`config.mk`:
```
export PLATFORM = sky130hd
export DESIGN_NAME = luenberger_velocity_observer
export DESIGN_NICKNAME = d
export VERILOG_FILES = /design/src/rtl/lvo_pkg.sv /design/src/rtl/lvo_serial_mul.sv /design/src/rtl/luenberger_velocity_observer.sv
export SDC_FILE = /design/constraint.sdc
export NUM_CORES = 2
export LEC_CHECK = 0
export ABC_AREA = 1
export ABC_CLOCK_PERIOD_IN_PS = 23400
export BUFFER_PORTS_ARGS = -buffer_cell sky130_fd_sc_hd__buf_2
export CORE_MARGIN = 1.5
export CORE_UTILIZATION = 35
export DETAILED_ROUTE_END_ITERATION = 10
export MAX_ROUTING_LAYER = met4
export PLACE_DENSITY_LB_ADDON = 0.12
export SYNTH_ARGS = -nofsm -noshare
export SYNTH_HDL_FRONTEND = slang
export SYNTH_SLANG_ARGS = --single-unit
```
`constraint.sdc`:
```
create_clock -name clk -period 23.4 [get_ports clk]
set_input_delay 2.34 -clock clk [delete_from_list [all_inputs] [get_ports clk]]
set_output_delay 2.34 -clock clk [all_outputs]
set_load 0.01 [all_outputs]
```
`src/rtl/lvo_pkg.sv`:
```
package lvo_pkg;

  localparam int SIGNAL_FRAC_BITS = 16;
  localparam int COEF_FRAC_BITS   = 24;
  // rounded products and their sums with an estimate fit here
  localparam int ACC_W            = 67 - COEF_FRAC_BITS;

  localparam logic [2:0] CFG_TIME_STEP  = 3'd0;
  localparam logic [2:0] CFG_POS_GAIN   = 3'd1;
  localparam logic [2:0] CFG_VEL_GAIN   = 3'd2;
  localparam logic [2:0] CFG_DAMPING    = 3'd3;
  localparam logic [2:0] CFG_DRIVE      = 3'd4;
  localparam logic [2:0] CFG_INIT_POS   = 3'd5;
  localparam logic [2:0] CFG_INIT_VEL   = 3'd6;

  typedef struct packed {
    logic signed [31:0] drive_torque;
    logic signed [31:0] measured_position;
    logic               restart;
  } lvo_in_t;

  typedef struct packed {
    logic signed [31:0] position_estimate;
    logic signed [31:0] velocity_estimate;
    logic               saturated;
  } lvo_out_t;

  // serial multiplier control/status
  typedef struct packed {
    logic start;
  } lvo_mul_ctl_t;

  typedef struct packed {
    logic done;
  } lvo_mul_sts_t;

endpackage

```
`src/rtl/lvo_serial_mul.sv`:
```
// Bit-serial signed multiplier: 33-bit signed multiplicand by 32-bit signed
// multiplier, one multiplier bit per cycle, exact 65-bit product.
module lvo_serial_mul (
  input  logic                       clk,
  input  logic                       rst_n,
  input  lvo_pkg::lvo_mul_ctl_t      ctl,
  input  logic signed [32:0]         mcand,
  input  logic signed [31:0]         mplier,
  output lvo_pkg::lvo_mul_sts_t      sts,
  output logic signed [64:0]         product
);

  logic               busy_r, busy_nxt;
  logic [4:0]         cnt_r, cnt_nxt;
  logic signed [32:0] mcand_r;
  logic [31:0]        mplier_r;
  logic signed [64:0] acc_r, acc_nxt;
  logic               done_r, done_nxt;
  logic signed [64:0] addend;

  always_comb begin
    addend = {{32{mcand_r[32]}}, mcand_r} <<< cnt_r;
    acc_nxt = acc_r;
    busy_nxt = busy_r;
    cnt_nxt = cnt_r;
    done_nxt = 1'b0;
    if (ctl.start) begin
      acc_nxt = '0;
      busy_nxt = 1'b1;
      cnt_nxt = '0;
    end else if (busy_r) begin
      if (mplier_r[0]) begin
        if (cnt_r == 5'd31) begin
          acc_nxt = acc_r - addend;
        end else begin
          acc_nxt = acc_r + addend;
        end
      end
      cnt_nxt = cnt_r + 5'd1;
      if (cnt_r == 5'd31) begin
        busy_nxt = 1'b0;
        done_nxt = 1'b1;
      end
    end
  end

  always_ff @(posedge clk) begin
    if (!rst_n) begin
      busy_r <= 1'b0;
      cnt_r  <= '0;
      done_r <= 1'b0;
    end else begin
      busy_r <= busy_nxt;
      cnt_r  <= cnt_nxt;
      done_r <= done_nxt;
    end
    acc_r <= acc_nxt;
    if (ctl.start) begin
      mcand_r  <= mcand;
      mplier_r <= mplier;
    end else if (busy_r) begin
      mplier_r <= {1'b0, mplier_r[31:1]};
    end
  end

  assign sts.done = done_r;
  assign product  = acc_r;

endmodule

```
`src/rtl/luenberger_velocity_observer.sv`:
```
// Luenberger velocity observer, two states, forward Euler, fixed point.
// Channels: in_valid/in_stall/in_data carry drive torque, measured position
// and a restart flag; out_valid/out_stall/out_data carry the new position
// and velocity estimates and a saturation flag. A transaction completes
// when valid is high and stall is low. cfg_valid/cfg_ready/cfg_index/
// cfg_data write the seven coefficient registers; index 7 is ignored.
// Each normal item takes five products, each one started, worked through
// bit by bit and marked done, then a summing state and an output state
// that loads the result register; a restart result is valid the
// cycle after acceptance. One item is in work at a time, set by the single
// shared bit-serial multiplier: no new item is taken until the state is idle.
// The result sits in an output register; while it waits for a stalled
// receiver the input is stalled too, and no new item is taken.
// Reset (synchronous, rst_n low) restores the default coefficients and
// zeroes both estimates; no transaction is pending after reset.
module luenberger_velocity_observer (
  input  logic             clk,
  input  logic             rst_n,
  input  logic             in_valid,
  output logic             in_stall,
  input  lvo_pkg::lvo_in_t in_data,
  output logic             out_valid,
  input  logic             out_stall,
  output lvo_pkg::lvo_out_t out_data,
  input  logic             cfg_valid,
  output logic             cfg_ready,
  input  logic [2:0]       cfg_index,
  input  logic [31:0]      cfg_data
);

  localparam logic [2:0] ST_IDLE = 3'd0;
  localparam logic [2:0] ST_MUL  = 3'd1;
  localparam logic [2:0] ST_SUM  = 3'd2;
  localparam logic [2:0] ST_OUT  = 3'd3;

  localparam int CFB = lvo_pkg::COEF_FRAC_BITS;
  localparam int AW  = lvo_pkg::ACC_W;

  localparam logic [63:0] RST_DT  = ((64'd1 << CFB) + 64'd500) / 64'd1000;
  localparam logic [63:0] RST_G0  = ((64'd415 << CFB) + 64'd500) / 64'd1000;
  localparam logic [63:0] RST_G1  = ((64'd41925 << CFB) + 64'd500) / 64'd1000;
  localparam logic [63:0] RST_A   = 64'd0 - ((64'd5 << CFB) + 64'd500) / 64'd1000;
  localparam logic [63:0] RST_D   = 64'd1 << (CFB - 1);

  logic [30:0] dt_r;
  logic [31:0] g0_r, g1_r, a_r, d_r, ip_r, iv_r;
  logic signed [31:0] pos_r, vel_r;
  logic signed [32:0] innov_r;
  logic signed [31:0] u_r;
  logic [2:0]  st_r;
  logic [2:0]  term_r;
  logic signed [AW-1:0] pacc_r, vacc_r;
  lvo_pkg::lvo_out_t res_r;

  lvo_pkg::lvo_mul_ctl_t mctl;
  lvo_pkg::lvo_mul_sts_t msts;
  logic signed [32:0] mcand;
  logic signed [31:0] mplier;
  logic signed [64:0] prod;
  logic signed [64:0] rnd;
  logic signed [AW-1:0] rnd_n;
  logic signed [AW-1:0] np, nv;
  logic signed [31:0] np_c, nv_c;
  logic               in_fire, out_fire;
  logic               sat_p, sat_v;
  logic               start_nxt, res_load;

  assign cfg_ready = 1'b1;
  assign in_stall  = (st_r != ST_IDLE) || (out_valid && out_stall);
  assign in_fire   = in_valid && !in_stall;
  assign out_fire  = out_valid && !out_stall;

  assign res_load  = ((st_r == ST_IDLE) && in_fire && in_data.restart) || (st_r == ST_OUT);
  assign start_nxt = ((st_r == ST_IDLE) && in_fire && !in_data.restart)
                  || ((st_r == ST_MUL) && msts.done && (term_r != 3'd4));

  always_comb begin
    case (term_r)
      3'd0: begin mcand = {{2{vel_r[31]}}, vel_r[30:0]}; mplier = {1'b0, dt_r}; end
      3'd1: begin mcand = innov_r; mplier = g0_r; end
      3'd2: begin mcand = {vel_r[31], vel_r}; mplier = a_r; end
      3'd3: begin mcand = {u_r[31], u_r}; mplier = d_r; end
      default: begin mcand = innov_r; mplier = g1_r; end
    endcase
  end

  lvo_serial_mul u_mul (
    .clk(clk), .rst_n(rst_n), .ctl(mctl), .mcand(mcand), .mplier(mplier),
    .sts(msts), .product(prod)
  );

  // round half up: add half lsb then arithmetic shift
  assign rnd   = (prod + (65'sd1 <<< (CFB - 1))) >>> CFB;
  assign rnd_n = rnd[AW-1:0];

  assign np = pacc_r;
  assign nv = vacc_r;
  assign sat_p = (np[AW-1:31] != {(AW - 31){np[31]}});
  assign sat_v = (nv[AW-1:31] != {(AW - 31){nv[31]}});
  assign np_c  = sat_p ? (np[AW-1] ? 32'sh80000000 : 32'sh7FFFFFFF) : np[31:0];
  assign nv_c  = sat_v ? (nv[AW-1] ? 32'sh80000000 : 32'sh7FFFFFFF) : nv[31:0];

  always_ff @(posedge clk) begin
    if (!rst_n) begin
      dt_r  <= RST_DT[30:0];
      g0_r  <= RST_G0[31:0];
      g1_r  <= RST_G1[31:0];
      a_r   <= RST_A[31:0];
      d_r   <= RST_D[31:0];
      ip_r  <= '0;
      iv_r  <= '0;
      pos_r <= '0;
      vel_r <= '0;
      st_r  <= ST_IDLE;
      term_r <= '0;
      out_valid <= 1'b0;
      mctl.start <= 1'b0;
    end else begin
      mctl.start <= start_nxt;
      if (cfg_valid && cfg_ready) begin
        case (cfg_index)
          lvo_pkg::CFG_TIME_STEP: dt_r <= cfg_data[30:0];
          lvo_pkg::CFG_POS_GAIN:  g0_r <= cfg_data;
          lvo_pkg::CFG_VEL_GAIN:  g1_r <= cfg_data;
          lvo_pkg::CFG_DAMPING:   a_r  <= cfg_data;
          lvo_pkg::CFG_DRIVE:     d_r  <= cfg_data;
          lvo_pkg::CFG_INIT_POS:  ip_r <= cfg_data;
          lvo_pkg::CFG_INIT_VEL:  iv_r <= cfg_data;
          default: ;
        endcase
      end
      if (res_load) begin
        out_valid <= 1'b1;
      end else if (out_fire) begin
        out_valid <= 1'b0;
      end
      case (st_r)
        ST_IDLE: begin
          if (in_fire) begin
            if (in_data.restart) begin
              pos_r <= ip_r;
              vel_r <= iv_r;
              res_r <= '{ip_r, iv_r, 1'b0};
            end else begin
              innov_r <= {in_data.measured_position[31], in_data.measured_position}
                         - {pos_r[31], pos_r};
              u_r     <= in_data.drive_torque;
              pacc_r  <= {{(AW - 32){pos_r[31]}}, pos_r};
              vacc_r  <= {{(AW - 32){vel_r[31]}}, vel_r};
              term_r  <= '0;
              st_r    <= ST_MUL;
            end
          end
        end
        ST_MUL: begin
          if (msts.done) begin
            if (term_r < 3'd2) begin
              pacc_r <= pacc_r + rnd_n;
            end else begin
              vacc_r <= vacc_r + rnd_n;
            end
            if (term_r == 3'd4) begin
              st_r <= ST_SUM;
            end else begin
              term_r <= term_r + 3'd1;
            end
          end
        end
        ST_SUM: begin
          if (!out_valid || out_fire) begin
            st_r <= ST_OUT;
          end
        end
        ST_OUT: begin
          pos_r <= np_c;
          vel_r <= nv_c;
          res_r.position_estimate <= np_c;
          res_r.velocity_estimate <= nv_c;
          res_r.saturated <= sat_p || sat_v;
          st_r <= ST_IDLE;
        end
        default: st_r <= ST_IDLE;
      endcase
    end
  end

  assign out_data = res_r;

endmodule

```
==> results by group <==
Worst setup path
  • R2r startpoint: u_mul.cnt_r[4]
  • CP startpoint kind: flop
  • Critical path type: reg -> reg
  • Crit path launch: u_mul.cnt_r[4]
  • Critical Path Fanout Max: 66
  • CP Capture Type: flop
  • Worst EP arrival: 6.38 ns
  • CP required: 23.98 ns

Hold path
  • Min-delay src: d_r[13]
  • Hold crit path type: reg -> reg

CTS
  • Hold_buf cts: 0
  • CTS tree: built
  • Clk Latency, worst-skew pair: 0.68 ns
  • Setup bufs post-CTS: 0
  • CTS resizes: 0
  • CTS buffer count: 79
  • Clock buffer depth: 3
  • Max H-tree Level: 3
  • Clock root buffer: clkbuf_16
  • Worst-path clk slew: 0.06 ns
  • Clock sinks: 647

STA
  • Max Fclk: 172 MHz
  • Fin crit share: 24.8%
  • RSZ-0062 raised after global routing: no
  • Least-Margin Pin Slew: 1.12 ns
  • Final setup violating endpoints: 0
  • Slew Limit Fails: 0
  • Post-Route Setup TNS: 0 ns
  • Slew HR: 25.2%
  • Hold Vio Cnt, Final: 0
  • Tmin final: 5.80 ns
  • Clock Skew: 0.0445 ns

Floorplanning
  • Die Footprint: 121,000 sq um
  • I/O pin count: 173
  • Core Area: 118,000 sq um
  • Initial Util: 35.3%
  • Site Rows: 126
  • Die H: 347 microns
  • Width of the die: 347 microns

Global routing
  • Initial antenna violation count: 5
  • Total track usage: 29.1%
  • First-pass GRT wire length: 255,000 microns
  • Gr ovfl total: 0
  • Vias in the first global route: 38,761
  • Largest net degree at the start of global routing: 92

Yosys
  • Main synth FF type: dfxtp_1
  • Post-Syn Area per Cell: 7.17 sq um
  • Yosys reg bits: 647
  • Number of synthesized flops with an enable pin: 281
  • Top cell type's share of synthesized area: 20.3%
  • Syn_nets: 6,090
  • Netlist cell types: 65
  • YS warnings: 0
  • Synth Instances: 5,788
  • Mapped cell area: 41,500 sq um
  • Seq/Total Area, Yosys: 38.0%
  • Cell taking the most area after synthesis: edfxtp_1
  • Async SR Flop Fraction: 0%
  • Synth area leaders: edfxtp_1 (20%), dfxtp_1 (18%), nand2_1 (9.8%)

Placed design
  • RD Place Congestion: 0.974
  • DP HPWL: 132,000 microns
  • Area post-placement: 43,700 sq um
  • IO Port Bufs: 171

Power
  • Gate power share: 49.5%
  • Tot Pwr: 5.79 mW
  • Share of power burned in registers: 28.2%
  • PD cells: 125 nW/um^2
  • Net switching power: 2.71 mW
  • Switching Fraction: 46.8%
  • Lkg Pwr: 20.2 nW
  • Internal power: 3.08 mW
  • Clock share of power: 22.4%
  • Peak VDD IR: 0.0567 mV

Status
  • Outcome: complete, no violations

Routing
  • ANT nets after route: 0
  • First-iteration detailed-routing DRC count: 3,926
  • Routed vias: 40,499
  • DRT Pass-1 Iters: 6
  • Wirelength, routed: 174,000 microns
  • # DRC: 0
  • Wire per inst: 23.3 microns
  • Vias per cell: 5.44

Finish
  • Fill cell count: 12,557
  • Nets: 6,151
  • Final Instance Area: 46,500 sq um
  • P&R area growth vs syn: 11.9%
  • Share of cells above drive strength 1: 8.01%

Flow run
  • Max-Cap Viols: 0
==> worst paths after layout <==
kind	to	slack, ns	cells after the start
setup / recovery	u_mul.product[58]	17.60	23
hold / removal	d_r[13]	0.45	2
setup reg to reg	u_mul.product[58]	17.60	23
hold reg to reg	d_r[13]	0.45	2
==> cells in the final DEF, fill, tap and decap left out, drive strengths merged, types with 156 or more instances in the layout <==
cell type  count
nand2       1111
nor2         888
inv          615
o21ai        559
nand3        451
a21oi        411
dfxtp        366
edfxtp       281
buf          218
ha           193
xor2         156
==> per-layer routing <==
metal / routed length (microns) / track usage [%] / share of wire (%) / up-vias
met5: 0 / - / 0 / -
met4: 5870 / 8.83 / 3.4 / 0
met3: 9930 / 3.46 / 5.7 / 233
met2: 79800 / 46.3 / 46 / 1286
met1: 78300 / 38.6 / 45 / 19425
li1: - / - / - / 19555
==> cell families after synthesis <==
group                    synth area share [%]
XOR/XNOR                                 4.75
other                                 0.00903
flip-flops                               38.0
buffers and inverters                    7.94
AO/OA/AOI/OAI                            16.7
AND/OR/NAND/NOR                          26.6
adder cells (fa/ha/maj)                  6.01
==> critical path, stage by stage, from the launching register on <==
cell	delay, ns
dfxtp_2	0.31
buf_4	0.51
inv_2	0.57
nand2_1	0.30
nand3_1	0.14
a21oi_2	0.21
nand2_2	0.14
nor2_4	0.20
nand3_1	0.16
o21ai_0	0.28
xor2_1	0.33
ha_1	0.31
nand2_1	0.11
nor2_1	0.20
inv_1	0.12
nor4_1	0.56
nand3_1	0.18
nand3_1	0.27
nand3_1	0.11
o211ai_1	0.17
a21oi_1	0.14
xnor2_1	0.14
o21ai_0	0.15
inv_1	0.05
==> power groups by stage <==
stage | clock network [mW] | registers (mW) | logic, mW
after CTS | 1.31 | 1.62 | 2.84
after global routing | 1.36 | 1.64 | 3.17
after global placement | 0 | 1.65 | 2.84
after floorplan | 0 | 1.56 | 1.93
after detailed placement | 0 | 1.64 | 2.82
final | 1.29 | 1.63 | 2.86
==> area by class of cell <==
class	count	area, sq um	share of cell area, %
Antenna cell	1	2.50	0.00539
Sequential cell	647	15800	33.9
Clock buffer	115	2380	5.12
Clock inverter	31	327	0.703
Timing Repair Buffer	218	1210	2.62
Inverter	614	2310	4.97
Multi-Input combinational cell	4289	22500	48.5
Tap cell	1536	1920	4.14
==> Yosys cell counts (all sizes together) (4+ instances only) <==
library cell	number
a211oi	45
a21boi	9
a21o	11
a21oi	411
a221oi	38
a31oi	75
and2	6
and3	4
buf	52
clkbuf	186
dfxtp	366
edfxtp	281
fa	4
ha	193
inv	612
nand2	1111
nand3	451
nand4	47
nor2	888
nor3	59
nor4	28
o211ai	41
o21a	25
o21ai	559
o21bai	8
o22ai	7
o31ai	5
or2	13
xnor2	69
xor2	156
==> per-stage QoR <==
stage	hold slack [ns]	std cells	util, %	setup slack (ns)
after floorplan	0.424	5788	-	13.28
after global placement	0.432	7304	37.1	17.54
after detailed placement	0.437	7304	37.1	17.66
after CTS	0.448	7450	39.4	17.62
after global routing	0.468	7450	39.4	17.11
final	0.448	7451	39.4	17.60
==> registers in the layout (all words and copies together) (netlist names) <==
signal,cells
a_r,32
d_r,32
dt_r,31
g0_r,32
g1_r,32
innov_r,33
ip_r,32
iv_r,32
mctl,1
np,43
nv,43
out_data,65
out_valid,1
pos_r,32
st_r,2
term_r,3
u_mul.busy_r,1
u_mul.cnt_r,5
u_mul.mcand_r,33
u_mul.mplier_r,32
u_mul.product,65
u_mul.sts,1
u_r,32
vel_r,32
Note: power is estimated with default switching activity, not from simulation.
